[src/rtl/core/lmt_pkg.sv]
package lmt_pkg;

    localparam int PIX_W      = 8;
    localparam int ROW_W      = 12;
    localparam int COL_W      = 12;
    localparam int SLOT_W     = 4;
    localparam int CFG_IDX_W  = 1;
    localparam int CFG_DATA_W = 13;
    localparam int MAX_HEIGHT = 4096;

    localparam logic [11:0] FRAME_WIDTH_RESET  = 12'd640;
    localparam logic [12:0] FRAME_HEIGHT_RESET = 13'd480;

    localparam int TOK_DEPTH = 4;
    localparam int TOK_PTR_W = 2;
    localparam int TOK_CNT_W = 3;

    typedef enum logic [CFG_IDX_W-1:0] {
        REG_FRAME_WIDTH  = 1'b0,
        REG_FRAME_HEIGHT = 1'b1
    } cfg_reg_t;

    typedef struct packed {
        logic [ROW_W-1:0]  row;
        logic [COL_W-1:0]  col;
        logic [SLOT_W-1:0] slot;
        logic              last;
    } token_t;

    typedef struct packed {
        logic tail_pend;
        logic fifo_full;
    } sched_status_t;

endpackage

[src/rtl/core/lmt_rank.sv]
module lmt_rank #(
    parameter int WINDOW_DIM = 5,
    localparam int H = WINDOW_DIM / 2,
    localparam int K = 2 * H + 1,
    localparam int N = K * K
) (
    input  logic                                clk,
    input  logic                                rst_n,
    input  logic                                ev_valid,
    input  logic                                ev_last,
    input  logic [N-1:0][lmt_pkg::PIX_W-1:0]    win_val,
    input  logic [N-1:0]                        win_vld,
    output logic                                adv,
    output logic                                out_valid,
    input  logic                                out_stall,
    output logic [lmt_pkg::PIX_W-1:0]           out_value,
    output logic                                out_last
);
    import lmt_pkg::*;

    localparam int R_W = $clog2(N + 1);
    localparam int CTR = H * K + H;

    logic                    a_valid_reg;
    logic                    a_last_reg;
    logic [N-1:0][PIX_W-1:0] a_val_reg;
    logic [N-1:0]            a_vld_reg;
    logic [N-1:0]            a_bef_reg [N];
    logic                    b_valid_reg;
    logic                    b_last_reg;
    logic [N-1:0][PIX_W-1:0] b_val_reg;
    logic [N-1:0]            b_vld_reg;
    logic [R_W-1:0]          b_rank_reg [N];
    logic [R_W-1:0]          b_half_reg;
    logic                    out_valid_reg;
    logic                    out_last_reg;
    logic [PIX_W-1:0]        out_value_reg;

    logic [N-1:0]            bef [N];
    logic [PIX_W-1:0]        med;
    logic [PIX_W-1:0]        ctr;

    assign adv = !out_valid_reg || !out_stall;

    // element j sorts before element i; index breaks ties
    always_comb
    begin
        for (int i = 0; i < N; i++)
        begin
            for (int j = 0; j < N; j++)
            begin
                bef[i][j] = win_vld[j] && ((win_val[j] < win_val[i]) ||
                            ((win_val[j] == win_val[i]) && (j < i)));
            end
        end
    end

    always_comb
    begin
        med = '0;
        for (int i = 0; i < N; i++)
        begin
            if (b_vld_reg[i] && (b_rank_reg[i] == b_half_reg))
                med = med | b_val_reg[i];
        end
        ctr = b_val_reg[CTR];
    end

    always_ff @(posedge clk or negedge rst_n)
    begin
        if (!rst_n)
        begin
            a_valid_reg   <= 1'b0;
            b_valid_reg   <= 1'b0;
            out_valid_reg <= 1'b0;
        end
        else if (adv)
        begin
            a_valid_reg   <= ev_valid;
            b_valid_reg   <= a_valid_reg;
            out_valid_reg <= b_valid_reg;
        end
    end

    always_ff @(posedge clk)
    begin
        if (adv)
        begin
            a_last_reg <= ev_last;
            a_val_reg  <= win_val;
            a_vld_reg  <= win_vld;
            for (int i = 0; i < N; i++)
            begin
                a_bef_reg[i]  <= bef[i];
                b_rank_reg[i] <= R_W'($countones(a_bef_reg[i]));
            end
            b_last_reg    <= a_last_reg;
            b_val_reg     <= a_val_reg;
            b_vld_reg     <= a_vld_reg;
            b_half_reg    <= R_W'($countones(a_vld_reg)) >> 1;
            out_last_reg  <= b_last_reg;
            out_value_reg <= (ctr < med) ? '0 : ctr;
        end
    end

    assign out_valid = out_valid_reg;
    assign out_value = out_value_reg;
    assign out_last  = out_last_reg;

endmodule

[config.mk]
export PLATFORM = sky130hd
export DESIGN_NAME = lmt_rank
export DESIGN_NICKNAME = d
export VERILOG_FILES = /design/src/rtl/core/lmt_pkg.sv /design/src/rtl/core/lmt_rank.sv
export SDC_FILE = /design/constraint.sdc
export NUM_CORES = 2
export LEC_CHECK = 0
export ABC_AREA = 1
export BUFFER_PORTS_ARGS = -buffer_cell sky130_fd_sc_hd__buf_2
export CORE_MARGIN = 2
export CORE_UTILIZATION = 41
export CTS_CLUSTER_SIZE = 16
export DETAILED_ROUTE_END_ITERATION = 10
export PLACE_DENSITY = 0.54
export SLEW_MARGIN = 20
export SYNTH_ARGS = -nofsm -noshare
export SYNTH_HDL_FRONTEND = slang
export SYNTH_SLANG_ARGS = --single-unit
[constraint.sdc]
create_clock -name clk -period 35 [get_ports clk]
set_input_delay 5.25 -clock clk [delete_from_list [all_inputs] [get_ports clk]]
set_output_delay 5.25 -clock clk [all_outputs]
set_load 0.02 [all_outputs]
### Word-level counts from Yosys, hierarchy flattened

Memories as Yosys holds them, arrays and structs flattened.
Cells that the tools add are included.

| cells by class | value |
|---|---|
| $lt $le $gt $ge | 626 |
| reductions and logical operators | 953 |
| equality and inequality tests | 325 |
| bitwise logic cells | 24 |
| add/subtract/negate cells | 624 |
| muxes and demuxes | 27 |

Operators with widths:

| kind | number |
|---|---|
| 8-bit less-than comparator | 626 |
| 8-bit equality test | 300 |
| 5-bit adder | 205 |
| 1-bit logical AND | 650 |
| 1-bit by 1-bit adder with 2-bit output | 312 |
| 1-bit logical OR | 301 |
| 8-bit 2-to-1 mux | 25 |
| 8-bit bitwise OR | 24 |
| 2-bit by 2-bit adder with 3-bit output | 48 |
| 5-bit by 4-bit equality test with 1-bit output | 25 |
| 3-bit by 3-bit adder with 4-bit output | 24 |
| 5-bit by 1-bit adder with 5-bit output | 18 |
| 4-bit by 1-bit adder with 5-bit output | 8 |
| 4-bit by 4-bit adder with 5-bit output | 8 |
| 2-bit by 5-bit adder with 5-bit output | 1 |
| 1-bit zero test | 2 |
| 1-bit 2-to-1 mux | 2 |

| storage, ports and cells | value |
|---|---|
| bits in writable memories | 750 |
| memories | 2 |
| word-level logic and storage cells | 2641 |
| register bits after elaboration | 468 |

Memory list:

| memory | words | width | read ports | clocked after memory_dff | wr ports | RTL line | RTL |
|---|---|---|---|---|---|---|---|
| a_bef_reg | 25 | 25 | 25 | 0 | 25 | lmt_rank.sv:28 | `logic [N-1:0] a_bef_reg [N];` |
| b_rank_reg | 25 | 5 | 25 | 0 | 25 | lmt_rank.sv:33 | `logic [R_W-1:0] b_rank_reg [N];` |

### Logic depth before layout (Yosys ltp)

An unclocked memory read counts as a cell.

| logic depth | value |
|---|---|
| depth in word-level cells | 53 |
| gate-level depth with buffers | 20 |
| gate-level depth less buffers | 18 |

### Worst setup path before layout

OpenSTA, ideal clock, no wires.

| timing | value |
|---|---|
| path type | input -> output |
| from | input out_stall |
| to | output adv |
| data arrival time | 30.247 ns |
| slack | -0.497 ns |
| data required time | 29.750 ns |
| stages | 1 |
| cell sequence | nand2_1 |

| on the way | value |
|---|---|
| word-level cells in the longest chain between the ends | 2 |

Ends and longest elaborated chain:

| element | RTL line | RTL |
|---|---|---|
| from (decl) | lmt_rank.sv:15 | `input logic out_stall,` |
| 1-bit zero test | lmt_rank.sv:43 | `assign adv = !out_valid_reg \|\| !out_stall;` |
| 1-bit logical OR | lmt_rank.sv:43 |  |
| to (decl) | lmt_rank.sv:13 | `output logic adv,` |

Every way passes these cells.

### Worst setup path after layout

Same ends and word-level chain as after synthesis.

==> out/qor.yml <==
synthesis:
  synth_edf_count: 1190
  async_reset_ff_frac: 0.002515
  ys.flop_type: "edfxtp_1"
  synth_cell_types: 54
  syn_area_um2: 113300
  ys_seq_elements: 1193
  synthMuxAreaShare: 0.00009939
  yosys.area_share.xor_xnor: 0.004484
  synth_compound_area_frac: 0.1066
  yosys_warnings: 0
  synthAdderAreaFrac: 0.4027
  synthSimpleGateAreaFrac: 0.1081
  synthCells: 11550
  synth_top_family_by_area: "adder cells"
  synth_seq_area_share: 0.3161
  avgSynthCellArea_um2: 9.811
cts:
  clkTransAtPathRegs_ns: 0.07
  postCtsHoldBufs: 0
  clock_latency_ns: 0.81
  clk_path_buf_depth: 3
  post_cts_buffers: 0
  cts.sinks: 1193
  cts_buffers: 121
  cts-resized-gates: 0
  htree_levels: 3
  cts_root_buf: "clkbuf_16"
  cts_tree: "built"
worst_setup_path:
  crit_path_start_kind: "primary input"
  reg2reg_to: "a_bef_reg[1][77]"
  ff2ff_path_depth: 6
  worstPathMaxFanout: 33
  critPathCaptureType: "output pin"
  critPathKind: "in2out"
  arrival_ns: 5.99
  r2r_start: "out_valid"
  required_ns: 29.75
  r2r_slack_ns: 29.48
worst_hold_path:
  hold_depth: 0
  worstHoldStart: "a_val_reg[163]"
  holdPathEnd: "b_val_reg[163]"
  hold_class: "reg2reg"
placement:
  dpl-instance-area_um2: 121300
  place_ws_ns: 23.77
  port_buffers: 240
  place.gp.congestion: 0.9955
  dp_hpwl_um: 370400
sta:
  rsz0062_at_grt: "false"
  slew_headroom: 0.09542
  fin_worst_skew_ns: 0.04144
  final-hold-violation-count: 0
  timing.final.crit_share: 0.3210
  finalSetupTns_ns: 0
  fmax_mhz: 89.00
  postLayoutSetupSlackWorst_ns: 23.76
  finalCriticalPeriod_ns: 11.24
  drv_slew: 0
  worst_pin_slew_ns: 1.343
  setup_viol: 0
power_and_ir_drop:
  peakVddDrop_mv: 0.07953
  p_leak_nw: 60.83
  powerDensity_nw_per_um2: 82.28
  p_total_mw: 10.34
cells_and_area:
  nFillCells: 26160
  syn_to_final_growth_pct: 10.88
  largest_reg_flops: 600
  drive_above_1_share: 0.06440
  stdcell_area_um2: 125600
  nNetsFinal: 15750
global_route:
  grt.busiest_layer: "met2"
  grt_use_met3: 0.08827
  grt-ovfl-total: 0
  use_met2: 0.5329
  gr-usage-met1: 0.4735
  antenna_found_initial: 69
  grt_pass1_wl_um: 703000
  grt_util_all_layers: 0.3642
  grt_pass1_vias: 91940
  grt_max_degree: 175
job:
  cap_violations: 0
route:
  wire_per_inst_um: 32.52
  num_vias: 96190
  ant_nets: 0
  drt_iter0_drc: 12710
  route.detailed.drc: 0
  first_pass_iters: 8
  wl_um: 520600
  via_per_inst: 6.009
floorplanning:
  core_area_um2: 275800
  io_pins: 241
  die_w_um: 529.7
  dieArea_um2: 280600
  initial_core_util: 0.4108
  die_h_um: 529.7
  num_rows: 193
run_status:
  status: "complete, no violations"
[worst max path at each step]
stage	from	endpoint
global route	out_stall	adv
CTS	out_stall	adv
finish	out_stall	adv
floorplan	out_stall	adv
global placement	out_stall	adv
detailed placement	out_stall	adv
[per-layer routing]
metal  wire length, µm  vias to the layer above
met4             42440                       34
met5               231                        -
met2            214300                     6071
met1            200800                    46830
met3             62800                     1573
li1                  -                    41680
[per-stage QoR]
step	hold slack, ns	utilization	std cells
5_1_grt	0.4122	0.4552	15970
4_1_cts	0.4050	0.4550	15970
2_1_floorplan	0.4003	-	11550
3_3_place_gp	0.4003	0.4398	15750
3_5_place_dp	0.4045	0.4399	15750
6_report	0.4120	0.4555	16010
[final cells by class]
class / count / area (µm²) / area share
Sequential cell: 1193 / 35810 / 0.2850
Multi-Input combinational cell: 8506 / 70610 / 0.5620
Tap cell: 3705 / 4636 / 0.03690
Antenna cell: 36 / 90.09 / 0.0007171
Clock inverter: 84 / 1085 / 0.008635
Timing Repair Buffer: 550 / 3566 / 0.02839
Inverter: 1794 / 6734 / 0.05360
Clock buffer: 140 / 3099 / 0.02467
[where the power goes]
group	switching (mW)	internal (mW)	leakage, nW	total [mW]
logic	3.88	2.52	46.4	6.41
registers	0.137	2.38	12.4	2.52
clock network	0.619	0.793	2.00	1.41
total	4.64	5.70	60.8	10.3
[cell usage after synthesis (all sizes together) (15+ instances only)]
cell type	instances	area share
edfxtp	1190	0.32
a21oi	1159	0.051
nand2	1493	0.050
a2111oi	43	0.0033
clkbuf	34	0.0011
o211ai	220	0.015
and2	223	0.012
xnor2	26	0.0020
nor2	809	0.027
a221oi	20	0.0017
a211oi	58	0.0038
nor2b	15	0.00083
nand3	352	0.016
inv	1785	0.059
xor2	32	0.0025
nand4	33	0.0018
o21ai	515	0.023
ha	2861	0.32
buf	22	0.0013
a31oi	63	0.0035
fa	491	0.087
o32ai	15	0.0012
[logic make-up (layout without fill, tap and decap cells)]
kind of cell | Yosys count | in the layout
fa+ha+maj | 3352 | 3352
simple gates | 2943 | 2943
compound gates | 2150 | 2150
buf+inv | 1850 | 2568
flops | 1193 | 1193
xor+xnor | 58 | 58
other cells | 1 | 38
mux | 1 | 1
[critical path, cell delays in order]
cell and delay [ns]:
buf_2 0.13, nand2_8 0.28, buf_2 0.25
[cells in the final DEF, fill, tap and decap left out, types with 220 or more instances in the layout]
| cell | count |
|---|---|
| ha_1 | 2861 |
| inv_1 | 1776 |
| nand2_1 | 1490 |
| edfxtp_1 | 1190 |
| a21oi_1 | 1159 |
| nor2_1 | 808 |
| fa_1 | 491 |
| o21ai_0 | 473 |
| nand3_1 | 351 |
| buf_4 | 307 |
| buf_2 | 240 |
| and2_1 | 223 |
| o211ai_1 | 220 |
Power figures use the tool's default switching activity.
