[src/rtl/core/lmt_pkg.sv]
package lmt_pkg;

    localparam int PIX_W      = 8;
    localparam int ROW_W      = 12;
    localparam int COL_W      = 12;
    localparam int SLOT_W     = 4;
    localparam int CFG_IDX_W  = 1;
    localparam int CFG_DATA_W = 13;
    localparam int MAX_HEIGHT = 4096;

    localparam logic [11:0] FRAME_WIDTH_RESET  = 12'd640;
    localparam logic [12:0] FRAME_HEIGHT_RESET = 13'd480;

    localparam int TOK_DEPTH = 4;
    localparam int TOK_PTR_W = 2;
    localparam int TOK_CNT_W = 3;

    typedef enum logic [CFG_IDX_W-1:0] {
        REG_FRAME_WIDTH  = 1'b0,
        REG_FRAME_HEIGHT = 1'b1
    } cfg_reg_t;

    typedef struct packed {
        logic [ROW_W-1:0]  row;
        logic [COL_W-1:0]  col;
        logic [SLOT_W-1:0] slot;
        logic              last;
    } token_t;

    typedef struct packed {
        logic tail_pend;
        logic fifo_full;
    } sched_status_t;

endpackage

[src/rtl/core/lmt_sched.sv]
module lmt_sched #(
    parameter int MAX_WIDTH = 2048,
    parameter int WINDOW_DIM = 5,
    localparam int H = WINDOW_DIM / 2,
    localparam int S = 2 * H + 3,
    localparam int ADDR_W = $clog2(MAX_WIDTH),
    localparam int LANE_W = $clog2(S)
) (
    input  logic                              clk,
    input  logic                              rst_n,
    input  logic                              in_valid,
    output logic                              in_stall,
    input  logic                              func,
    input  logic [lmt_pkg::PIX_W-1:0]         pixel_value,
    input  logic                              cfg_valid,
    output logic                              cfg_ready,
    input  logic [lmt_pkg::CFG_IDX_W-1:0]     cfg_index,
    input  logic [lmt_pkg::CFG_DATA_W-1:0]    cfg_data,
    output logic                              wr_en,
    output logic [ADDR_W-1:0]                 wr_addr,
    output logic [LANE_W-1:0]                 wr_lane,
    output logic [lmt_pkg::PIX_W-1:0]         wr_data,
    output logic                              tok_valid,
    output lmt_pkg::token_t                   tok,
    input  logic                              tok_pop,
    output logic [lmt_pkg::COL_W-1:0]         w_m1,
    output logic [lmt_pkg::ROW_W-1:0]         h_m1,
    output lmt_pkg::sched_status_t            status
);
    import lmt_pkg::*;

    localparam int WCAP = (MAX_WIDTH < 4096) ? MAX_WIDTH : 4095;

    logic [11:0]          cfg_w_reg, cfg_w_next;
    logic [12:0]          cfg_h_reg, cfg_h_next;
    logic [COL_W-1:0]     in_col_reg, in_col_next;
    logic [ROW_W-1:0]     in_row_reg, in_row_next;
    logic [SLOT_W-1:0]    in_slot_reg, in_slot_next;
    logic                 in_done_reg, in_done_next;
    logic [COL_W-1:0]     out_col_reg, out_col_next;
    logic [ROW_W-1:0]     out_row_reg, out_row_next;
    logic [SLOT_W-1:0]    out_slot_reg, out_slot_next;
    logic                 tail_reg, tail_next;
    token_t               tok_mem_reg [TOK_DEPTH];
    logic [TOK_PTR_W-1:0] wp_reg, wp_next;
    logic [TOK_PTR_W-1:0] rp_reg, rp_next;
    logic [TOK_CNT_W-1:0] cnt_reg, cnt_next;

    logic    acc;
    logic    is_pix;
    logic    push;
    logic    last;
    logic    hazard;
    token_t  head;
    token_t  new_tok;

    always_comb
    begin
        if (cfg_w_reg == 12'd0)
            w_m1 = '0;
        else if (int'(cfg_w_reg) > WCAP)
            w_m1 = COL_W'(WCAP - 1);
        else
            w_m1 = COL_W'(cfg_w_reg - 12'd1);
        if (cfg_h_reg == 13'd0)
            h_m1 = '0;
        else if (int'(cfg_h_reg) > MAX_HEIGHT)
            h_m1 = ROW_W'(MAX_HEIGHT - 1);
        else
            h_m1 = ROW_W'(cfg_h_reg - 13'd1);
    end

    assign head      = tok_mem_reg[rp_reg];
    assign tok       = head;
    assign tok_valid = (cnt_reg != '0);

    // hold items back while a queued item still needs rows a new pixel would overwrite,
    // and across a frame boundary until the old frame is fetched
    assign hazard   = tok_valid &&
                      (tail_reg || (({1'b0, head.row} + (ROW_W+1)'(H + 2)) <= {1'b0, in_row_reg}));
    assign in_stall = (cnt_reg == TOK_CNT_W'(TOK_DEPTH)) || hazard;
    assign cfg_ready = 1'b1;

    assign acc     = in_valid && !in_stall;
    assign is_pix  = acc && !func && !in_done_reg;
    assign wr_en   = is_pix;
    assign wr_addr = ADDR_W'(in_col_reg);
    assign wr_lane = in_slot_reg[LANE_W-1:0];
    assign wr_data = pixel_value;

    assign status.tail_pend = tail_reg;
    assign status.fifo_full = (cnt_reg == TOK_CNT_W'(TOK_DEPTH));

    always_comb
    begin
        logic [COL_W-1:0] ic1;
        logic [ROW_W-1:0] ir1;
        logic [SLOT_W-1:0] is1;
        logic             d1;
        logic [ROW_W:0]   nr;
        logic [COL_W:0]   nc;
        ic1 = in_col_reg;
        ir1 = in_row_reg;
        is1 = in_slot_reg;
        d1  = in_done_reg;
        if (is_pix)
        begin
            if (in_col_reg == w_m1)
            begin
                ic1 = '0;
                if (in_row_reg == h_m1)
                begin
                    ir1 = '0;
                    is1 = '0;
                    d1  = 1'b1;
                end
                else
                begin
                    ir1 = in_row_reg + 1'b1;
                    is1 = (in_slot_reg == SLOT_W'(S - 1)) ? '0 : in_slot_reg + 1'b1;
                end
            end
            else
            begin
                ic1 = in_col_reg + 1'b1;
            end
        end

        // bottom-right neighbor that must have arrived, clipped at the frame
        nr = {1'b0, out_row_reg} + (ROW_W+1)'(H);
        if (nr > {1'b0, h_m1})
            nr = {1'b0, h_m1};
        nc = {1'b0, out_col_reg} + (COL_W+1)'(H);
        if (nc > {1'b0, w_m1})
            nc = {1'b0, w_m1};

        push = acc && (d1 || ({1'b0, ir1} > nr) || (({1'b0, ir1} == nr) && ({1'b0, ic1} > nc)));
        last = (out_row_reg == h_m1) && (out_col_reg == w_m1);

        new_tok.row  = out_row_reg;
        new_tok.col  = out_col_reg;
        new_tok.slot = out_slot_reg;
        new_tok.last = last;

        in_col_next   = ic1;
        in_row_next   = ir1;
        in_slot_next  = is1;
        in_done_next  = d1;
        out_col_next  = out_col_reg;
        out_row_next  = out_row_reg;
        out_slot_next = out_slot_reg;
        cfg_w_next    = cfg_w_reg;
        cfg_h_next    = cfg_h_reg;

        if (push)
        begin
            if (last)
            begin
                in_col_next   = '0;
                in_row_next   = '0;
                in_slot_next  = '0;
                in_done_next  = 1'b0;
                out_col_next  = '0;
                out_row_next  = '0;
                out_slot_next = '0;
            end
            else if (out_col_reg == w_m1)
            begin
                out_col_next  = '0;
                out_row_next  = out_row_reg + 1'b1;
                out_slot_next = (out_slot_reg == SLOT_W'(S - 1)) ? '0 : out_slot_reg + 1'b1;
            end
            else
            begin
                out_col_next = out_col_reg + 1'b1;
            end
        end

        if (cfg_valid)
        begin
            unique case (cfg_reg_t'(cfg_index))
                REG_FRAME_WIDTH:  cfg_w_next = cfg_data[11:0];
                REG_FRAME_HEIGHT: cfg_h_next = cfg_data;
                default: ;
            endcase
            in_col_next   = '0;
            in_row_next   = '0;
            in_slot_next  = '0;
            in_done_next  = 1'b0;
            out_col_next  = '0;
            out_row_next  = '0;
            out_slot_next = '0;
        end

        wp_next  = push ? wp_reg + 1'b1 : wp_reg;
        rp_next  = tok_pop ? rp_reg + 1'b1 : rp_reg;
        cnt_next = cnt_reg + TOK_CNT_W'(push) - TOK_CNT_W'(tok_pop);
        if (push && last)
            tail_next = 1'b1;
        else if (cnt_next == '0)
            tail_next = 1'b0;
        else
            tail_next = tail_reg;
    end

    always_ff @(posedge clk or negedge rst_n)
    begin
        if (!rst_n)
        begin
            cfg_w_reg    <= FRAME_WIDTH_RESET;
            cfg_h_reg    <= FRAME_HEIGHT_RESET;
            in_col_reg   <= '0;
            in_row_reg   <= '0;
            in_slot_reg  <= '0;
            in_done_reg  <= 1'b0;
            out_col_reg  <= '0;
            out_row_reg  <= '0;
            out_slot_reg <= '0;
            tail_reg     <= 1'b0;
            wp_reg       <= '0;
            rp_reg       <= '0;
            cnt_reg      <= '0;
        end
        else
        begin
            cfg_w_reg    <= cfg_w_next;
            cfg_h_reg    <= cfg_h_next;
            in_col_reg   <= in_col_next;
            in_row_reg   <= in_row_next;
            in_slot_reg  <= in_slot_next;
            in_done_reg  <= in_done_next;
            out_col_reg  <= out_col_next;
            out_row_reg  <= out_row_next;
            out_slot_reg <= out_slot_next;
            tail_reg     <= tail_next;
            wp_reg       <= wp_next;
            rp_reg       <= rp_next;
            cnt_reg      <= cnt_next;
        end
    end

    always_ff @(posedge clk)
    begin
        if (push)
        begin
            tok_mem_reg[wp_reg] <= new_tok;
        end
    end

endmodule

[config.mk]
export PLATFORM = sky130hd
export DESIGN_NAME = lmt_sched
export DESIGN_NICKNAME = d
export VERILOG_FILES = /design/src/rtl/core/lmt_pkg.sv /design/src/rtl/core/lmt_sched.sv
export SDC_FILE = /design/constraint.sdc
export NUM_CORES = 1
export LEC_CHECK = 0
export ABC_AREA = 1
export BUFFER_PORTS_ARGS = -buffer_cell sky130_fd_sc_hd__buf_2
export CAP_MARGIN = 20
export CORE_MARGIN = 3
export CORE_UTILIZATION = 60
export CTS_BUF_LIST = sky130_fd_sc_hd__clkbuf_4 sky130_fd_sc_hd__clkbuf_8 sky130_fd_sc_hd__clkbuf_16
export DETAILED_ROUTE_END_ITERATION = 7
export PLACE_DENSITY = 0.79
export SETUP_SLACK_MARGIN = 0.02
export SYNTH_ARGS = -nofsm -noshare
export SYNTH_HDL_FRONTEND = slang
export SYNTH_SLANG_ARGS = --single-unit
export TNS_END_PERCENT = 10
[constraint.sdc]
create_clock -name clk -period 7 [get_ports clk]
set_input_delay 0.35 -clock clk [delete_from_list [all_inputs] [get_ports clk]]
set_output_delay 0.35 -clock clk [all_outputs]
set_load 0.02 [all_outputs]
After elaboration in Yosys (flattened, before gate mapping)
Memories as Yosys holds them, arrays and structs flattened.
Cells that the tools add are included.
{"block": "totals", "regBits": 90, "ramBits": 116, "output_inout_bits": 81, "wordCells": 117, "n_memories": 1}
{"memory": "tok_mem_reg", "depth": 4, "width": 29, "read_ports": 1, "rd_clocked_by_memory_dff": 0, "wr": 1, "line": "lmt_sched.sv:44", "text": "token_t tok_mem_reg [TOK_DEPTH];"}
{"block": "op_classes", "add_sub_neg": 15, "magnitude_cmp": 7, "n_eq_ne": 8, "n_mux": 47, "bitwise": 1, "n_reduce_logical": 25}
{"cell": "12-bit 2-to-1 mux", "n": 23}
{"cell": "12-bit by 1-bit adder with 12-bit output, second input constant", "n": 4}
{"cell": "12-bit equality test", "n": 4}
{"cell": "4-bit 2-to-1 mux", "n": 12}
{"cell": "12-bit by 2-bit adder with 13-bit output, second input constant", "n": 2}
{"cell": "12-bit by 13-bit > comparator with 1-bit output", "n": 2}
{"cell": "13-bit by 12-bit > comparator with 1-bit output", "n": 2}
{"cell": "13-bit 2-to-1 mux", "n": 2}
{"cell": "12-bit by 1-bit subtractor with 12-bit output, second input constant", "n": 2}
{"cell": "12-bit by 3-bit adder with 13-bit output, second input constant", "n": 1}
{"cell": "12-bit by 13-bit equality test with 1-bit output", "n": 1}
{"cell": "13-bit > comparator, second input constant", "n": 1}
{"cell": "13-bit by 12-bit <= comparator with 1-bit output", "n": 1}
{"cell": "13-bit zero test", "n": 1}
{"cell": "12-bit > comparator, second input constant", "n": 1}
{"cell": "12-bit zero test", "n": 1}
{"cell": "1-bit 2-to-1 mux", "n": 10}
{"cell": "4-bit by 1-bit adder with 4-bit output, second input constant", "n": 2}
{"cell": "4-bit by 3-bit equality test with 1-bit output, second input constant", "n": 2}
{"cell": "1-bit logical AND", "n": 8}
{"cell": "2-bit AND reduction", "n": 3}
{"cell": "3-bit nonzero test", "n": 2}
{"cell": "2-bit by 1-bit adder with 2-bit output, second input constant", "n": 2}
{"cell": "1-bit logical OR", "n": 4}
{"cell": "other kinds (7)", "n": 10}

Longest topological paths before layout
An unclocked memory read counts as a cell.
{"block": "depth", "word_depth": 20, "mapped_depth": 51, "ltp_nobuf": 49}

Least setup slack after synthesis
No wires, ideal clock.
{"block": "synth_timing", "path_type": "register to register", "startpoint": "register rp_reg[0]", "endpoint": "memory tok_mem_reg[0][0] (netlist name) (enable)", "arrival_ns": 6.312, "setup_slack_ns": 0.273, "stages_incl_launch_ff": 44, "period_less_slack_ns": 6.727, "cell_sequence": "dfrtp_1 > buf_2 > inv_2 > buf_2 > nand2_1 > a32oi_1 > ha_1 > inv_1 > nor3_2 > nand2_1 > nor2_2 > xnor2_1 > inv_1 > ha_1 > nand2_1 > nor2_1 > nand2_1 > nand2_1 > [8 not listed] > nand2_2 > nor3_2 > buf_2 > nand2_1 > nand2_1 > inv_1 > ha_1 > nand2_1 > o21ai_0 > a21oi_1 > nor2_1 > o21ai_0 > a21oi_1 > a31o_2 > inv_1 > nand3_2 > nand2_4 > nor2_1"}
{"item": "start, declared", "line": "lmt_sched.sv:46", "text": "logic [TOK_PTR_W-1:0] rp_reg, rp_next;"}
{"item": "start signal, assigned", "line": "lmt_sched.sv:237", "text": "rp_reg <= rp_next;"}
{"item": "end, declared", "line": "lmt_sched.sv:44"}

Final worst setup path
{"block": "layout_timing", "startpoint": "register rp_reg[0]", "endpoint": "register tail_reg"}
{"block": "layout_via", "elab_chain_cells": 19, "elab_cells_between_ends": 26, "cone_classes": "3 x add/sub; 3 x order compare; 1 x eq/ne; 4 x mux; 14 x reduce/logical; 1 x memory"}
{"item": "memory read 4 x 29 bit *"}
{"item": "12-bit by 3-bit adder with 13-bit output *", "line": "lmt_sched.sv:80", "text": "(tail_reg || (({1'b0, head.row} + (ROW_W+1)'(H + 2)) <= {1'b0, in_row_reg}));"}
{"item": "13-bit by 12-bit <= comparator with 1-bit output *", "line": "lmt_sched.sv:80"}
{"item": "1-bit logical OR *", "line": "lmt_sched.sv:80"}
{"item": "1-bit logical AND *", "line": "lmt_sched.sv:79", "text": "assign hazard = tok_valid &&"}
{"item": "1-bit logical OR *", "line": "lmt_sched.sv:81", "text": "assign in_stall = (cnt_reg == TOK_CNT_W'(TOK_DEPTH)) || hazard;"}
{"item": "1-bit zero test *", "line": "lmt_sched.sv:84", "text": "assign acc = in_valid && !in_stall;"}
{"item": "1-bit logical AND *", "line": "lmt_sched.sv:84"}
{"item": "[4 not listed]"}
{"item": "1-bit logical OR or 1-bit logical AND (tied branches)", "line": "lmt_sched.sv:137", "text": "push = acc && (d1 || ({1'b0, ir1} > nr) || (({1'b0, ir1} == nr) && ({1'b0, ic1} > nc)));"}
{"item": "1-bit logical OR", "line": "lmt_sched.sv:137"}
{"item": "1-bit logical AND *", "line": "lmt_sched.sv:137"}
{"item": "3-bit by 1-bit adder with 3-bit output *", "line": "lmt_sched.sv:197", "text": "cnt_next = cnt_reg + TOK_CNT_W'(push) - TOK_CNT_W'(tok_pop);"}
{"item": "3-bit by 1-bit subtractor with 3-bit output *", "line": "lmt_sched.sv:197"}
{"item": "named net cnt_next[1]", "line": "lmt_sched.sv:47", "text": "logic [TOK_CNT_W-1:0] cnt_reg, cnt_next;"}
{"item": "3-bit zero test *", "line": "lmt_sched.sv:200", "text": "else if (cnt_next == '0)"}
{"item": "2-bit nonzero test (no source line) *"}
{"item": "end signal, assigned", "line": "lmt_sched.sv:235", "text": "tail_reg <= tail_next;"}
{"item": "end, declared", "line": "lmt_sched.sv:43", "text": "logic tail_reg, tail_next;"}
Mark *: on every way through the listed nets, which the timed path passes. The rest lies on a longest branch.
A chain may end at the register's enable or synchronous reset.

==> impl_metrics.yaml <==
logic_synthesis:
  synth_top_area_cell: "edfxtp_1"
  yosys_warnings: 0
  synth_top_flop_cell: "edfxtp_1"
  synth_common_cells: "424 x nand2_1, 232 x nor2_1, 214 x inv_1, 147 x o21ai_0, 116 x edfxtp_1"
  synth.ff_latch_count: 206
  synthDistinctLibCells: 54
  synth_area_mm2: 0.0137
  synth_top_area_share: 0.254
  synth.most_common_cell: "nand2_1"
  synthTopCellsByArea: "edfxtp_1 25%, dfrtp_1 15%, nand2_1 12%"
  yosysSeqAreaShare: 0.419
  synth_cells: 1761
  asyncSetResetFlopFracSynth: 0.437
  syn_avg_cell_area_um2: 7.78
  synth_edf_count: 116
  syn_nets: 1869
worst_setup_path:
  endpoint_kind: "flop"
  r2r-start: "rp_reg[0]"
  cp_slowest_cell: "dfrtp_2"
  cp_common_cell: "nand2_1"
  critical_path_required_ns: 7.39
  r2r_slack_ns: 0.55
  worst_r2r_endpoint: "tail_reg"
  critPathKind: "flop to flop"
  critPathMaxFanout: 7
  critical_path.max_stage_delay_ns: 0.48
  start_kind: "flop"
  r2r_cells: 49
  critPathArrivalTime_ns: 6.83
power_and_ir_drop:
  switchingPower_mw: 2.66
  p_per_area_mw_per_mm2: 393
  max-vdd-ir-drop_uv: 256
  p_leak_nw: 7.27
  pwr-share-clk: 0.211
  design_power_total_mw: 5.99
  p_comb_frac: 0.495
  p_int_mw: 3.33
  p_seq_frac: 0.295
  swShare: 0.444
clocking:
  clock_latency_ns: 0.52
  clock_sinks: 206
  cts_buffers: 22
  clkSlewWorstSetupHoldPaths_ns: 0.06
  htree_levels: 1
  ctsRootBufferMaster: "clkbuf_16"
  cts_tree: "done"
  cts_buffer_depth: 3
floorplan:
  core-area_mm2: 0.0222
  ios: 109
  dieArea_mm2: 0.0247
  start_util: 0.618
  rows: 54
  fp.dieH_um: 157
  die_x_um: 157
sta:
  relSlewSlack: 0.465
  skew_ns: 0.0212
  setup_viol: 0
  report.final.hold_viol_count: 0
  fmax_mhz: 155
  post-route-min-period_ns: 6.45
  drv_slew: 0
  setup-tns-final_ns: 0
  period_share: 0.921
  worst_pin_slew_ns: 0.795
drt:
  wl_per_cell_um: 18.0
  wl_met3_mm: 2.64
  viasPerCell: 5.65
  drc: 0
  wl_met2_mm: 18.5
  ant_nets: 0
  drtPass1Iterations: 5
  met1_length_mm: 16.1
  drtIter0Drc: 1102
  drt_wl_total_mm: 38.3
  num_vias: 12000
  routed.top_layer: "met4"
global_route:
  grt_pass1_wl_mm: 59.4
  grt_usage: 0.302
  grt_antenna_before_repair: 0
  first_global_vias: 11500
  grt_max_degree: 59
  grt_overflow: 0
hold_path:
  min_path_cells: 3
  hold_path_class: "input pin to flop"
  min_from: "cfg_data[12]"
  worstHoldEndpoint: "cfg_h_reg[12]"
flow_run:
  drv_cap: 0
place:
  io_buffers: 91
  dp_hpwl_mm: 27.6
  gp_congestion: 1.00
  dpl_cell_area_mm2: 0.0142
final_layout:
  area_growth_pct: 11.1
  final_area_mm2: 0.0152
  drive_gt1_frac: 0.126
  largest_reg_flops: 116
  final_nets: 1943
  diodes: 0
status:
  outcome: "complete, no violations"
power by group through the flow:
stage | sequential [mW] | clock, mW | combinational, mW
finish | 1.76 | 1.26 | 2.96
global route | 1.79 | 1.32 | 3.31
CTS | 1.76 | 1.27 | 2.84
detailed placement | 1.77 | 0 | 2.81
global placement | 1.76 | 0 | 2.76
floorplan | 1.71 | 0 | 2.06
worst max path at each step:
stage	from	endpoint	slack, ns	cells after the start
2_1_floorplan	rp_reg[0]	tok_mem_reg[0][0]	0.27	43
3_3_place_gp	cfg_h_reg[0]	tail_reg	0.50	40
3_5_place_dp	rp_reg[0]	tail_reg	0.29	48
4_1_cts	rp_reg[0]	tail_reg	0.19	48
5_1_grt	rp_reg[0]	tail_reg	-0.04	50
6_report	rp_reg[0]	tail_reg	0.55	49
worst max-delay path: cells and delay by family, from the launching register on:
kind / cells / cell delay, ns
AO/OA/AOI/OAI: 10 / 1.29
XOR/XNOR: 1 / 0.12
adder cells (fa/ha/maj): 6 / 1.52
buffers and inverters: 9 / 0.66
flip-flops: 1 / 0.48
AND/OR/NAND/NOR: 23 / 2.22
cell type report:
| class | instances | area (µm²) |
|---|---|---|
| multi-input cells | 1257 | 6730 |
| fillers | 1851 | 6930 |
| clock inverters | 12 | 180 |
| flip-flops and latches | 206 | 5740 |
| well taps | 280 | 350 |
| clock buffers | 28 | 608 |
| inverters | 225 | 850 |
| repair buffers | 123 | 762 |
routing by layer:
layer / track usage / vias up
met4: 0.0851 / 0
met5: 0 / -
met1: 0.409 / 5624
li1: - / 5903
met2: 0.513 / 434
met3: 0.0393 / 77
logic make-up after synthesis:
| group | count (synthesis) | synth area share |
|---|---|---|
| AOI/OAI and AO/OA | 234 | 0.0926 |
| xor gates and xnor gates | 72 | 0.0460 |
| adders and majority gates | 80 | 0.0736 |
| buffers and inverters | 298 | 0.0938 |
| DFF | 206 | 0.419 |
| other | 1 | 0.000274 |
| and+or+nand+nor | 870 | 0.275 |
per-stage QoR:
step / setup WS [ns] / hold slack [ns] / util / instances
2_1_floorplan: 0.273 / 0.0544 / - / 1761
3_3_place_gp: 0.503 / 0.409 / 0.642 / 2078
3_5_place_dp: 0.293 / 0.413 / 0.642 / 2078
4_1_cts: 0.194 / 0.0769 / 0.678 / 2119
5_1_grt: -0.0432 / 0.108 / 0.687 / 2131
6_report: 0.554 / 0.0861 / 0.687 / 2131
cells in the final DEF (no fill, tap or decap), types with 3 or more instances in the layout:
cell	netlist	routed
nor2_2	6	9
buf_4	25	26
edfxtp_1	116	116
nor3_1	28	28
o22ai_1	22	22
clkinv_4	0	3
bufinv_16	0	4
nand2_4	8	8
xnor2_1	12	12
o31ai_1	3	3
o21ai_0	147	146
ha_1	79	78
clkbuf_16	0	24
a21oi_1	44	43
dfstp_2	6	6
xor2_1	60	60
inv_2	8	7
o21ai_1	2	3
nand3b_1	4	4
clkinv_2	0	3
nor4_1	11	11
clkbuf_4	0	4
nand2_1	424	421
dfrtp_1	84	83
buf_2	15	91
nand3_2	4	4
or2_2	3	3
o21a_1	3	3
clkinv_1	3	4
inv_1	214	214
nand4_1	31	31
nand2_2	13	16
nor2_1	232	227
nand3_1	89	89
nor3b_1	4	4
nor2_4	3	5
timing repair:
item / CTS / global route
setup buffers: 0 / 9
hold buffers: 1 / 0
resized for setup: 0 / 23
setup endpoints to repair: 0 / 24
hold endpoints to repair: 43 / 0
Note: power is estimated with default switching activity, not from simulation.
